### config.mk
export PLATFORM = sky130hd
export DESIGN_NAME = ptba_queue
export DESIGN_NICKNAME = d
export VERILOG_FILES = /design/src/assert_macros.svh /design/src/ptba_pkg.sv /design/src/ptba_queue.sv
export SDC_FILE = /design/constraint.sdc
export NUM_CORES = 1
export LEC_CHECK = 0
export BUFFER_PORTS_ARGS = -buffer_cell sky130_fd_sc_hd__buf_2
export CELL_PAD_IN_SITES_DETAIL_PLACEMENT = 1
export CELL_PAD_IN_SITES_GLOBAL_PLACEMENT = 1
export CORE_ASPECT_RATIO = 2
export CORE_MARGIN = 8
export CORE_UTILIZATION = 38
export DETAILED_ROUTE_END_ITERATION = 16
export GPL_ROUTABILITY_DRIVEN = 0
export HOLD_SLACK_MARGIN = 0.1
export MAX_ROUTING_LAYER = met4
export PLACE_DENSITY_LB_ADDON = 0.1
export SLEW_MARGIN = 40
export SYNTH_ARGS = -nofsm -noshare
export SYNTH_HDL_FRONTEND = slang
export SYNTH_SLANG_ARGS = --single-unit
### constraint.sdc
create_clock -name i_clk -period 1.5 [get_ports i_clk]
set_input_delay 0.075 -clock i_clk [delete_from_list [all_inputs] [get_ports i_clk]]
set_output_delay 0.075 -clock i_clk [all_outputs]
set_load 0.1 [all_outputs]
### src/assert_macros.svh
// Assertion macros for the allocator RTL.
// Expands to concurrent assertions in simulation and to nothing in synthesis.
`ifndef ASSERT_MACROS_SVH
`define ASSERT_MACROS_SVH
`ifndef SYNTHESIS
// Check a property on every rising edge outside reset
`define ASSERT_PROP(lbl, clk, rst_n, prop, msg) \
    lbl: assert property (@(posedge clk) disable iff (!rst_n) (prop)) else $error(msg);
// Check that a condition never holds outside reset
`define ASSERT_NEVER(lbl, clk, rst_n, cond, msg) \
    lbl: assert property (@(posedge clk) disable iff (!rst_n) (!(cond))) else $error(msg);
`else
`define ASSERT_PROP(lbl, clk, rst_n, prop, msg)
`define ASSERT_NEVER(lbl, clk, rst_n, cond, msg)
`endif
`endif

### src/ptba_pkg.sv
// Package of the per-thread block allocator: sizes, status codes, queue entry type.
// Used by every module of the block; depends on nothing.
package ptba_pkg;

    // Pool geometry; all three sizes are powers of two
    localparam int SECTIONS     = 64;
    localparam int BLOCKS_TOTAL = 4096;
    localparam int BLOCK_BYTES  = 4096;
    localparam int PER_SECTION  = BLOCKS_TOTAL / SECTIONS;

    localparam int ADDR_W = 48;
    localparam int TID_W  = 22;
    localparam int SEC_W  = $clog2(SECTIONS);
    localparam int SLOT_W = $clog2(PER_SECTION);
    localparam int CNT_W  = $clog2(PER_SECTION + 1);
    localparam int NSEC_W = $clog2(SECTIONS + 1);
    localparam int OFS_W  = $clog2(BLOCK_BYTES);
    localparam int BLK_W  = SEC_W + SLOT_W;
    localparam int POOL_W = OFS_W + BLK_W;

    // Depth of the queue between classifier and list engine
    localparam int Q_DEPTH = 2;
    localparam int QPTR_W  = $clog2(Q_DEPTH);
    localparam int QCNT_W  = $clog2(Q_DEPTH + 1);

    // Command codes
    localparam logic CMD_ALLOC = 1'b0;
    localparam logic CMD_FREE  = 1'b1;

    typedef enum logic [2:0] {
        ST_OK      = 3'd0,
        ST_EMPTY   = 3'd1,
        ST_NOSECT  = 3'd2,
        ST_BADADDR = 3'd3,
        ST_FULL    = 3'd4
    } t_status;

    typedef enum logic [1:0] {
        OP_ALLOC,
        OP_FREE,
        OP_FAIL
    } t_kind;

    // Classified operation handed to the list engine
    typedef struct packed {
        t_kind              kind;
        t_status            status;
        logic [SEC_W-1:0]   sec;
        logic [SLOT_W-1:0]  slot;
    } t_op;

    typedef struct packed {
        logic full;
        logic empty;
    } t_q_flags;

endpackage

### src/ptba_queue.sv
// Short operation queue between the allocator front end and list engine.
// Uses ptba_pkg for the entry type and depth.
module ptba_queue (
    input  logic                  i_clk,
    input  logic                  i_rst_n,
    input  logic                  i_push,
    input  ptba_pkg::t_op         i_op,
    input  logic                  i_pop,
    output ptba_pkg::t_op         o_op,
    output ptba_pkg::t_q_flags    o_flags
);
    import ptba_pkg::*;

    t_op               r_mem [Q_DEPTH];
    logic [QPTR_W-1:0] r_wptr;
    logic [QPTR_W-1:0] r_rptr;
    logic [QCNT_W-1:0] r_cnt;

    assign o_flags.full  = (r_cnt == QCNT_W'(Q_DEPTH));
    assign o_flags.empty = (r_cnt == '0);
    assign o_op          = r_mem[r_rptr];

    // Advance pointers and occupancy
    always_ff @(posedge i_clk) begin
        if (!i_rst_n) begin
            r_wptr <= '0;
            r_rptr <= '0;
            r_cnt  <= '0;
        end else begin
            if (i_push) begin
                r_wptr <= (r_wptr == QPTR_W'(Q_DEPTH - 1)) ? '0 : r_wptr + QPTR_W'(1);
            end
            if (i_pop) begin
                r_rptr <= (r_rptr == QPTR_W'(Q_DEPTH - 1)) ? '0 : r_rptr + QPTR_W'(1);
            end
            if (i_push && !i_pop) begin
                r_cnt <= r_cnt + QCNT_W'(1);
            end else if (i_pop && !i_push) begin
                r_cnt <= r_cnt - QCNT_W'(1);
            end
        end
    end

    // Store the entry
    always_ff @(posedge i_clk) begin
        if (i_push) begin
            r_mem[r_wptr] <= i_op;
        end
    end

endmodule

==> impl_metrics.env <==
export IMPL_status="finished clean"
export IMPL_path_delay_family="multiplexers"
export IMPL_die_width_um=59.6
export IMPL_synth_top_family_by_area="multiplexers"
export IMPL_wl_mm=2.98
export IMPL_critPathArrivalTime_ps=1360
export IMPL_clkTransAtPathRegs_ps=70
export IMPL_postSynthAreaPerCell_um2=19.3
export IMPL_yosys_area_share_simple_pct=3.90
export IMPL_synth_seq_area_share_pct=77.6
export IMPL_synthesis_nets=97
export IMPL_cts_tree="done"
export IMPL_drv_cap=0
export IMPL_cts_htree_levels=2
export IMPL_setup_viol=0
export IMPL_synth_mux_area_share_pct=13.3
export IMPL_ctsRootBufferMaster="clkbuf_8"
export IMPL_ys_warnings_count=0
export IMPL_start_util_pct=39.6
export IMPL_synthAdderAreaFrac_pct=0.867
export IMPL_multi_input_area_um2=312
export IMPL_synth_seq_cells=39
export IMPL_post_cts_resized=0
export IMPL_clock_path_buffers=2
export IMPL_crit_path_max_incr_delay_ps=380
export IMPL_drcViolationCount=0
export IMPL_drt_iter0_markers=15
export IMPL_antenna_found_initial=0
export IMPL_core_area_mm2=0.00365
export IMPL_period_needed_ps=1430
export IMPL_fp_dieH_um=103
export IMPL_rows=31
export IMPL_crit_slowest_cell="mux2_2"
export IMPL_cts_buffers=5
export IMPL_vdd_drop_max_v=0.000737
export IMPL_clock_sinks=39
export IMPL_min_period_over_period_pct=95.6
export IMPL_dieArea_mm2=0.00615
export IMPL_maxSlewHeadroom_pct=67.6
export IMPL_fill_cells=361
export IMPL_globalRouteTotalUtil_pct=11.2
export IMPL_synth_compound_area_share_pct=1.39
export IMPL_cp_cell_sequence="buf_4, mux2_2, buf_12"
export IMPL_synth_cell_type_count=17
export IMPL_endpoint_kind="primary output"
export IMPL_worst_path_max_fanout=9
export IMPL_crit_type="flip-flop to primary output"
export IMPL_cp_num_buf_inv=2
export IMPL_dr_pass1_iters=5
export IMPL_via_count=868
export IMPL_min_path_type="input port to flip-flop"
export IMPL_place_detailed_hpwl_mm=2.17
export IMPL_grt_pass1_wl_mm=4.83
export IMPL_timing_fmax_mhz=697
export IMPL_insertion_delay_ps=280
export IMPL_tns_ps=0
export IMPL_finalWorstSetupSlack_ps=65.8
export IMPL_finalMaxSlewViolations=0
export IMPL_syn_area_mm2=0.00144
export IMPL_io_pins=40
export IMPL_leakage_nw=0.879
export IMPL_worstMarginPinSlew_ps=489
export IMPL_diodes=0
export IMPL_port_buffers=39
export IMPL_layout_drive_gt1_share_pct=49.7
export IMPL_skew_ps=6.86
export IMPL_powerDensity_mw_per_mm2=1260
export IMPL_worstPathRequired_ps=1420
export IMPL_rsz0062_at_grt="no"
export IMPL_ant_nets=0
export IMPL_regArea_mm2=0.00112
export IMPL_via_per_inst=4.52
export IMPL_hold_viol_final=0
export IMPL_syn2layout_area_growth_pct=56.3
export IMPL_grt_pass1_vias=1040
export IMPL_dp_slack_ps=352
export IMPL_critPathLaunchType="flip-flop"
export IMPL_synth_xor_area_share_pct=1.82
export IMPL_grt_max_degree=18
export IMPL_wl_per_cell_um=15.5
export IMPL_syn_instance_count=75
export IMPL_overflow=0
export IMPL_nets=164
[worst register-to-register path: stages (launching register included)]
cell,delay [ps]
dfxtp_1,370
and2_1,150
buf_4,260
[final cells by class]
type	instances	area share, %
Multi-Input combinational cell	33	13.8
Clock buffer	7	3.82
Tap cell	49	2.72
Sequential cell	39	49.7
Clock inverter	1	0.222
Timing Repair Buffer	62	29.6
Inverter	1	0.166
[cells in the final DEF (no fill, tap or decap)]
cell type | synthesis | layout
or3_1 | 1 | 1
o21ai_0 | 1 | 1
buf_12 | 0 | 17
edfxtp_1 | 34 | 34
a21boi_1 | 1 | 1
mux2_2 | 17 | 17
clkinv_2 | 0 | 1
and2_1 | 4 | 4
clkbuf_8 | 0 | 6
xnor2_1 | 1 | 1
nor2b_2 | 0 | 1
nor2_2 | 0 | 1
buf_2 | 1 | 22
ha_1 | 1 | 1
dfxtp_1 | 5 | 5
buf_4 | 1 | 5
o21a_1 | 1 | 1
and2b_2 | 1 | 1
clkbuf_1 | 0 | 1
inv_1 | 1 | 1
xor2_1 | 2 | 2
dlygate4sd3_1 | 0 | 18
nor2b_1 | 2 | 1
[state kept, by name, indices dropped and copies added (netlist names), named ones only]
name / flops
r_wptr: 1
r_mem: 34
r_cnt: 2
r_rptr: 1
[where the power goes]
part / internal (W) / switching [W] / leakage, nW
clock network: 0.000370 / 0.000325 / 0.0482
registers: 0.00125 / 0.0000242 / 0.361
logic: 0.000321 / 0.000562 / 0.470
total: 0.00194 / 0.000912 / 0.879
[per-layer routing]
metal	GRT usage, %	part of all wire, %	vias to the layer above
met3	3.59	3.8	4
met2	21.3	61	25
li1	-	-	413
met5	-	0	-
met4	5.00	0.97	0
met1	9.17	34	426
[synthesized netlist by cell type, drive strengths merged]
cell | n | share of area [%]
inv | 1 | 0.26
nor2b | 2 | 0.87
a21boi | 1 | 0.52
buf | 2 | 0.87
o21ai | 1 | 0.35
nor2 | 1 | 0.26
dfxtp | 5 | 6.9
and2b | 1 | 0.61
o21a | 1 | 0.52
or3 | 1 | 0.43
ha | 1 | 0.87
mux2 | 17 | 13
xnor2 | 1 | 0.61
edfxtp | 34 | 71
and2 | 4 | 1.7
xor2 | 2 | 1.2
[path summary, 6_finish.rpt]
| kind | cells after the start | to | slack [ps] | startpoint |
|---|---|---|---|---|
| max | 3 | o_op[7] | 70 | flip-flop |
| min | 3 | flip-flop | 170 | i_pop |
| max reg2reg | 2 | r_mem[1][10]$_DFFE_PP_ | 400 | r_wptr$_SDFFE_PN0P_ |
| min reg2reg | 2 | r_cnt[1]$_SDFFE_PN0P_ | 520 | r_cnt[1]$_SDFFE_PN0P_ |
[kinds of logic (layout without fill, tap and decap cells)]
logic type | after synthesis | in the layout
compound gates | 3 | 3
xor+xnor | 3 | 3
fa+ha+maj | 1 | 1
buf+inv | 3 | 71
flops | 39 | 39
mux | 17 | 17
simple gates | 9 | 9
[stage by stage]
stage | total power [W] | hold WS, ps | std cells | area [um^2] | utilization (%)
3_5_place_dp | 0.00215 | 267 | 166 | 1990 | 54.5
3_3_place_gp | 0.00214 | 265 | 166 | 1990 | 54.5
2_1_floorplan | 0.00185 | 174 | 75 | 1450 | -
5_1_grt | 0.00295 | 171 | 192 | 2260 | 61.9
4_1_cts | 0.00289 | 152 | 192 | 2260 | 61.9
6_report | 0.00285 | 168 | 192 | 2260 | 61.9
[repair_timing]
item                                   CTS  global route
hold buffers                            18             0
setup buffers                            0             0
endpoints found under the hold margin   39             0
(Power assumes the default switching activity.)
