===== config.mk =====
export PLATFORM = sky130hd
export DESIGN_NAME = ptba_front
export DESIGN_NICKNAME = d
export VERILOG_FILES = /design/src/assert_macros.svh /design/src/ptba_pkg.sv /design/src/ptba_front.sv
export SDC_FILE = /design/constraint.sdc
export NUM_CORES = 2
export LEC_CHECK = 0
export ABC_AREA = 1
export BUFFER_PORTS_ARGS = -buffer_cell sky130_fd_sc_hd__buf_2
export CAP_MARGIN = 20
export CORE_ASPECT_RATIO = 1.25
export CORE_MARGIN = 1
export CORE_UTILIZATION = 57
export CTS_CLUSTER_DIAMETER = 100
export CTS_CLUSTER_SIZE = 16
export DETAILED_ROUTE_END_ITERATION = 10
export PLACE_DENSITY = 0.76
export SLEW_MARGIN = 10
export SYNTH_ARGS = -nofsm -noshare
export SYNTH_HDL_FRONTEND = slang
export SYNTH_SLANG_ARGS = --single-unit

===== constraint.sdc =====
create_clock -name i_clk -period 5.45 [get_ports i_clk]
set_input_delay 1.09 -clock i_clk [delete_from_list [all_inputs] [get_ports i_clk]]
set_output_delay 1.09 -clock i_clk [all_outputs]
set_load 0.05 [all_outputs]

===== src/assert_macros.svh =====
// Assertion macros for the allocator RTL.
// Expands to concurrent assertions in simulation and to nothing in synthesis.
`ifndef ASSERT_MACROS_SVH
`define ASSERT_MACROS_SVH
`ifndef SYNTHESIS
// Check a property on every rising edge outside reset
`define ASSERT_PROP(lbl, clk, rst_n, prop, msg) \
    lbl: assert property (@(posedge clk) disable iff (!rst_n) (prop)) else $error(msg);
// Check that a condition never holds outside reset
`define ASSERT_NEVER(lbl, clk, rst_n, cond, msg) \
    lbl: assert property (@(posedge clk) disable iff (!rst_n) (!(cond))) else $error(msg);
`else
`define ASSERT_PROP(lbl, clk, rst_n, prop, msg)
`define ASSERT_NEVER(lbl, clk, rst_n, cond, msg)
`endif
`endif


===== src/ptba_pkg.sv =====
// Package of the per-thread block allocator: sizes, status codes, queue entry type.
// Used by every module of the block; depends on nothing.
package ptba_pkg;

    // Pool geometry; all three sizes are powers of two
    localparam int SECTIONS     = 64;
    localparam int BLOCKS_TOTAL = 4096;
    localparam int BLOCK_BYTES  = 4096;
    localparam int PER_SECTION  = BLOCKS_TOTAL / SECTIONS;

    localparam int ADDR_W = 48;
    localparam int TID_W  = 22;
    localparam int SEC_W  = $clog2(SECTIONS);
    localparam int SLOT_W = $clog2(PER_SECTION);
    localparam int CNT_W  = $clog2(PER_SECTION + 1);
    localparam int NSEC_W = $clog2(SECTIONS + 1);
    localparam int OFS_W  = $clog2(BLOCK_BYTES);
    localparam int BLK_W  = SEC_W + SLOT_W;
    localparam int POOL_W = OFS_W + BLK_W;

    // Depth of the queue between classifier and list engine
    localparam int Q_DEPTH = 2;
    localparam int QPTR_W  = $clog2(Q_DEPTH);
    localparam int QCNT_W  = $clog2(Q_DEPTH + 1);

    // Command codes
    localparam logic CMD_ALLOC = 1'b0;
    localparam logic CMD_FREE  = 1'b1;

    typedef enum logic [2:0] {
        ST_OK      = 3'd0,
        ST_EMPTY   = 3'd1,
        ST_NOSECT  = 3'd2,
        ST_BADADDR = 3'd3,
        ST_FULL    = 3'd4
    } t_status;

    typedef enum logic [1:0] {
        OP_ALLOC,
        OP_FREE,
        OP_FAIL
    } t_kind;

    // Classified operation handed to the list engine
    typedef struct packed {
        t_kind              kind;
        t_status            status;
        logic [SEC_W-1:0]   sec;
        logic [SLOT_W-1:0]  slot;
    } t_op;

    typedef struct packed {
        logic full;
        logic empty;
    } t_q_flags;

endpackage


===== src/ptba_front.sv =====
// Front end of the allocator: takes commands, owns the thread tag table,
// checks free addresses and pushes classified operations. Uses ptba_pkg.
module ptba_front (
    input  logic                          i_clk,
    input  logic                          i_rst_n,
    input  logic                          i_start,
    output logic                          o_busy,
    input  logic                          i_command,
    input  logic [ptba_pkg::TID_W-1:0]    i_thread_id,
    input  logic [ptba_pkg::ADDR_W-1:0]   i_block_address,
    input  logic [ptba_pkg::ADDR_W-1:0]   i_buffer_base,
    output logic                          o_push,
    output ptba_pkg::t_op                 o_op,
    input  ptba_pkg::t_q_flags            i_q_flags
);
    import ptba_pkg::*;

    typedef enum logic [1:0] {
        F_IDLE,
        F_MATCH,
        F_BIND
    } t_fstate;

    t_fstate              r_state;
    logic                 r_cmd;
    logic [TID_W-1:0]     r_tid;
    logic [ADDR_W-1:0]    r_addr;
    logic [ADDR_W:0]      r_diff;
    logic [SECTIONS-1:0]  r_match;
    logic [TID_W-1:0]     r_tags [SECTIONS];
    logic [SECTIONS-1:0]  r_tag_valid;
    logic [NSEC_W-1:0]    r_next_sec;

    logic                 accept;
    logic [SECTIONS-1:0]  match;
    logic                 found;
    logic [SEC_W-1:0]     found_sec;
    logic                 bind_new;
    logic                 bad_addr;
    t_op                  op;

    assign o_busy = (r_state != F_IDLE);
    assign accept = i_start && !o_busy;

    // Compare the thread id against every live tag
    always_comb begin
        for (int i = 0; i < SECTIONS; i++) begin
            match[i] = r_tag_valid[i] && (r_tags[i] == r_tid);
        end
    end

    // Encode the registered match; ids are unique so at most one bit is set
    always_comb begin
        found_sec = '0;
        for (int i = 0; i < SECTIONS; i++) begin
            if (r_match[i]) begin
                found_sec = found_sec | SEC_W'(i);
            end
        end
        found = |r_match;
    end

    // Address checks: below base, beyond pool, off a block boundary
    assign bad_addr = r_diff[ADDR_W] || (r_diff[ADDR_W-1:POOL_W] != '0)
                      || (r_diff[OFS_W-1:0] != '0);

    // Classify the command
    always_comb begin
        op.kind   = OP_FAIL;
        op.status = ST_OK;
        op.sec    = '0;
        op.slot   = '0;
        bind_new  = 1'b0;
        if (r_cmd == CMD_ALLOC) begin
            if (found) begin
                op.kind = OP_ALLOC;
                op.sec  = found_sec;
            end else if (r_next_sec == NSEC_W'(SECTIONS)) begin
                op.status = ST_NOSECT;
            end else begin
                op.kind  = OP_ALLOC;
                op.sec   = r_next_sec[SEC_W-1:0];
                bind_new = 1'b1;
            end
        end else begin
            if (bad_addr) begin
                op.status = ST_BADADDR;
            end else begin
                op.kind = OP_FREE;
                op.sec  = r_diff[POOL_W-1:OFS_W+SLOT_W];
                op.slot = r_diff[OFS_W+SLOT_W-1:OFS_W];
            end
        end
    end

    assign o_push = (r_state == F_BIND) && !i_q_flags.full;
    assign o_op   = op;

    // Sequencer, tag valid bits and section counter
    always_ff @(posedge i_clk) begin
        if (!i_rst_n) begin
            r_state     <= F_IDLE;
            r_tag_valid <= '0;
            r_next_sec  <= '0;
        end else begin
            unique case (r_state)
                F_IDLE: begin
                    if (accept) begin
                        r_state <= F_MATCH;
                    end
                end
                F_MATCH: begin
                    r_state <= F_BIND;
                end
                F_BIND: begin
                    if (o_push) begin
                        r_state <= F_IDLE;
                        if (bind_new) begin
                            r_tag_valid[r_next_sec[SEC_W-1:0]] <= 1'b1;
                            r_next_sec <= r_next_sec + NSEC_W'(1);
                        end
                    end
                end
                default: begin
                    r_state <= F_IDLE;
                end
            endcase
        end
    end

    // Capture the command, the compare results and new tags
    always_ff @(posedge i_clk) begin
        if (accept) begin
            r_cmd  <= i_command;
            r_tid  <= i_thread_id;
            r_addr <= i_block_address;
        end
        if (r_state == F_MATCH) begin
            r_match <= match;
            r_diff  <= {1'b0, r_addr} - {1'b0, i_buffer_base};
        end
        if (o_push && bind_new) begin
            r_tags[r_next_sec[SEC_W-1:0]] <= r_tid;
        end
    end

endmodule


==> flow_summary.rst <==
.. list-table::
   :header-rows: 1

   * - Metric
     - Value
   * - Status
     - completed
   * - Dominant cell type by area after synthesis
     - edfxtp_1
   * - TritonCTS clock tree
     - done
   * - Die outline width
     - 320 um
   * - Floorplan die area
     - 128000 um^2
   * - Routability congestion estimate from global placement
     - 1.03
   * - Worst r2r path cells
     - 9
   * - Clock slew seen by the registers of the worst setup and hold paths
     - 0.07 ns
   * - Crit path time final
     - 4.79 ns
   * - Violation count after the first detailed-route iteration
     - 6372
   * - Period Utilization, post-route
     - 0.879
   * - Gate count after technology mapping
     - 5825
   * - Top FF cell, synth
     - edfxtp_1
   * - Final number of hold-violating endpoints
     - 0
   * - Part of the Yosys area used for sequential elements
     - 0.682
   * - Hold Crit Depth
     - 2
   * - Peak supply drop
     - 307 uV
   * - Buffers on Ports
     - 140
   * - Number of nets with antenna violations after detailed routing
     - 0
   * - Worst Clk Skew
     - 0.0262 ns
   * - Clock root buffer
     - clkbuf_16
   * - Type of the worst setup path
     - flop to output pin
   * - Cts bufs inserted
     - 114
   * - PD cells
     - 311 nW/um^2
   * - CP Data Required Time
     - 4.36 ns
   * - Number of top-level pins
     - 143
   * - Max cap viols
     - 0
   * - Total routing resource utilization after global routing
     - 0.333
   * - EDFF count, synth
     - 1592
   * - Fin Setup TNS
     - 0 ns
   * - Floorplan Core Area
     - 125000 um^2
   * - Number of storage elements in the synthesis netlist
     - 1665
   * - Post-detailed-routing wire length
     - 215 mm
   * - Count of synthesis-stage warnings from yosys
     - 0
   * - Vias in the first global route
     - 48300
   * - Arrival time worst endpoint
     - 3.70 ns
   * - Simple-gate portion of the synthesized area
     - 0.112
   * - Sequential standard cell area
     - 49300 um^2
   * - Main combinational cell family by area after synthesis
     - simple AND/OR/NAND/NOR gates
   * - Post-layout net count
     - 6171
   * - Buffer levels on the longest clock path
     - 3
   * - Hold_ws
     - 0.451 ns
   * - DP Wirelength
     - 129 mm
   * - Worst slew margin relative to its limit
     - 0.286
   * - Biggest fanout along the worst timing path
     - 8
   * - Class of the worst hold path
     - flop to flop
   * - Total area of multi-input combinational cells
     - 20500 um^2
   * - Most used cells in the layout excluding fill and tap cells
     - 1592 x edfxtp_1, 861 x nand2_1, 358 x o21ai_0
   * - Synth top area share
     - 0.662
   * - Number of H-tree levels
     - 3
   * - Post-CTS repair timing setup buffer count
     - 0
   * - Site Rows
     - 145
   * - Avg Cell Area, Syn
     - 12.4 um^2
   * - Maximum number of pins on one net before global-route repair
     - 88
   * - Fraction of final layout cells with drive strength greater than 1
     - 0.0885
   * - Share of cell area taken by muxes after synthesis
     - 0
   * - Detailed-route DRC error count
     - 0
   * - Clock sink count
     - 1665
   * - Top area cells in the synthesized netlist
     - edfxtp_1 66%, nand2_1 4.5%, xor2_1 3.7%
   * - Hold-fix buffers at CTS
     - 0
   * - Most common cell after layout, fill and taps aside
     - edfxtp_1
   * - Max Slew Vio Count
     - 0
   * - Via Count
     - 50000
   * - Clk_lat worst skew
     - 0.78 ns
   * - Share of synthesized flip-flops with an asynchronous set or reset
     - 0
   * - Slew at the pin closest to its max-slew limit
     - 1.07 ns
   * - Unrepaired setup endpoints after global routing
     - no
   * - Crit end category
     - output pin
   * - Leakage dissipation
     - 26.5 nW
   * - Fill cell instance count of the final layout
     - 9162
   * - Final setup vio count
     - 0
   * - Fraction of the mapped netlist area in adder cells
     - 0.00894
   * - Number of gates resized after cts
     - 0
   * - Layout Area Growth over Synthesis
     - 9.58%
   * - Die Ht
     - 400 um
   * - Critical path launch point type
     - flop
   * - Maximum operating frequency
     - 0.209 GHz
   * - Count of different cell masters after synthesis
     - 46
   * - Leftover overflow at the end of global routing
     - 0
   * - Complex-gate fraction of the synthesized area
     - 0.0865
   * - Post-synth design cell area
     - 72200 um^2
   * - Via density
     - 6.43
   * - Initial core utilization
     - 0.576
   * - First-pass detailed-route iteration total
     - 8
   * - Antenna violations before repair
     - 6
   * - Wire per inst
     - 27.7 um
   * - Wire length of the first global-routing pass
     - 308 mm
   * - Synthesized netlist net count
     - 6000
   * - Synth Area in XOR/XNOR
     - 0.0736
[flip-flops by register name, indices dropped and copies added, names as in the netlist]
| register | flops |
|---|---|
| r_state | 2 |
| r_match | 64 |
| r_cmd | 1 |
| r_tag_valid | 64 |
| r_next_sec | 7 |
| r_diff | 49 |
| r_addr | 48 |
| r_tid | 22 |
| r_tags | 1408 |
[synthesized netlist by cell type (5+ instances only)]
master        n
a2111oi_0    17
a211oi_1     55
a21oi_1     180
a221oi_1     60
a22o_1       88
buf_1        14
buf_2       113
buf_4         5
buf_6         6
clkbuf_1    127
clkinv_1      5
dfxtp_1      73
edfxtp_1   1592
ha_1         50
inv_1       359
inv_2        16
nand2_1     861
nand3_1     205
nand3b_1      8
nand4_1      99
nor2_1      403
nor2_2        6
nor3_1       63
nor3_2        6
nor3b_1      12
nor4_1      164
o2111ai_1    16
o211ai_1     20
o21ai_0     358
o21bai_1      5
o221ai_1      9
o22ai_1     201
or2_2         5
xnor2_1     298
xor2_1      309
[power breakdown]
group / total, mW / switching (mW) / internal [mW] / leakage [nW]
Sequential: 14.2 / 0.0580 / 14.1 / 15.0
Combinational: 2.16 / 1.58 / 0.576 / 9.96
Clock: 8.26 / 4.27 / 3.99 / 1.58
Total: 24.6 / 5.91 / 18.7 / 26.5
[worst max-delay path: stages (launching register included)]
cell,delay (ns)
edfxtp_1,0.36
nor2_1,0.37
nand4_1,0.18
nor3b_1,0.34
nand2_1,0.12
nor2_1,0.50
nand2_1,0.28
o211ai_1,0.38
buf_2,0.39
[logic make-up (layout without fill, tap and decap cells)]
kind of cell / after synthesis / in the layout
other: 1 / 3
buffers and inverters: 645 / 908
and+or+nand+nor: 1843 / 1843
xor gates and xnor gates: 607 / 607
AOI/OAI and AO/OA: 1013 / 1013
DFF: 1665 / 1665
adders and majority gates: 51 / 51
[final cells by class]
class / count / share of cell area
flip-flops and latches: 1665 / 0.622
well taps: 1690 / 0.0267
clock inverters: 7 / 0.00174
repair buffers: 320 / 0.0311
multi-input cells: 3515 / 0.259
diodes: 2 / 0.0000632
clock buffers: 201 / 0.0404
inverters: 380 / 0.0183
[through the flow]
stage | area (um^2) | util | worst slack, ns | power, mW | cells
floorplan | 72200 | - | 0.533 | 15.7 | 5825
global placement | 75800 | 0.605 | 1.17 | 16.5 | 7570
detailed placement | 75800 | 0.605 | 1.10 | 16.6 | 7570
CTS | 79100 | 0.631 | 0.677 | 24.6 | 7778
global route | 79100 | 0.631 | 0.608 | 25.2 | 7779
finish | 79100 | 0.631 | 0.661 | 24.6 | 7780
[per-layer routing]
layer,track usage,vias to the layer above,part of all wire
met2,0.539,3604,0.46
met5,0,-,0.00018
met3,0.0598,840,0.11
met1,0.405,24100,0.34
li1,-,21500,-
met4,0.244,6,0.083
[worst paths after layout]
path / from / end / slack, ns
worst min register to register: r_tag_valid[56]$_SDFFE_PN0P_ / r_tag_valid[56]$_SDFFE_PN0P_ / 0.45
worst min-delay path: r_tag_valid[56]$_SDFFE_PN0P_ / r_tag_valid[56]$_SDFFE_PN0P_ / 0.45
worst max-delay path: r_diff[0]$_DFFE_PN_ / o_op[7] / 0.66
worst max register to register: r_next_sec[0]$_SDFFE_PN0P_ / r_tags[37][12]$_DFFE_PP_ / 1.28
Note: power is estimated with default switching activity, not from simulation.
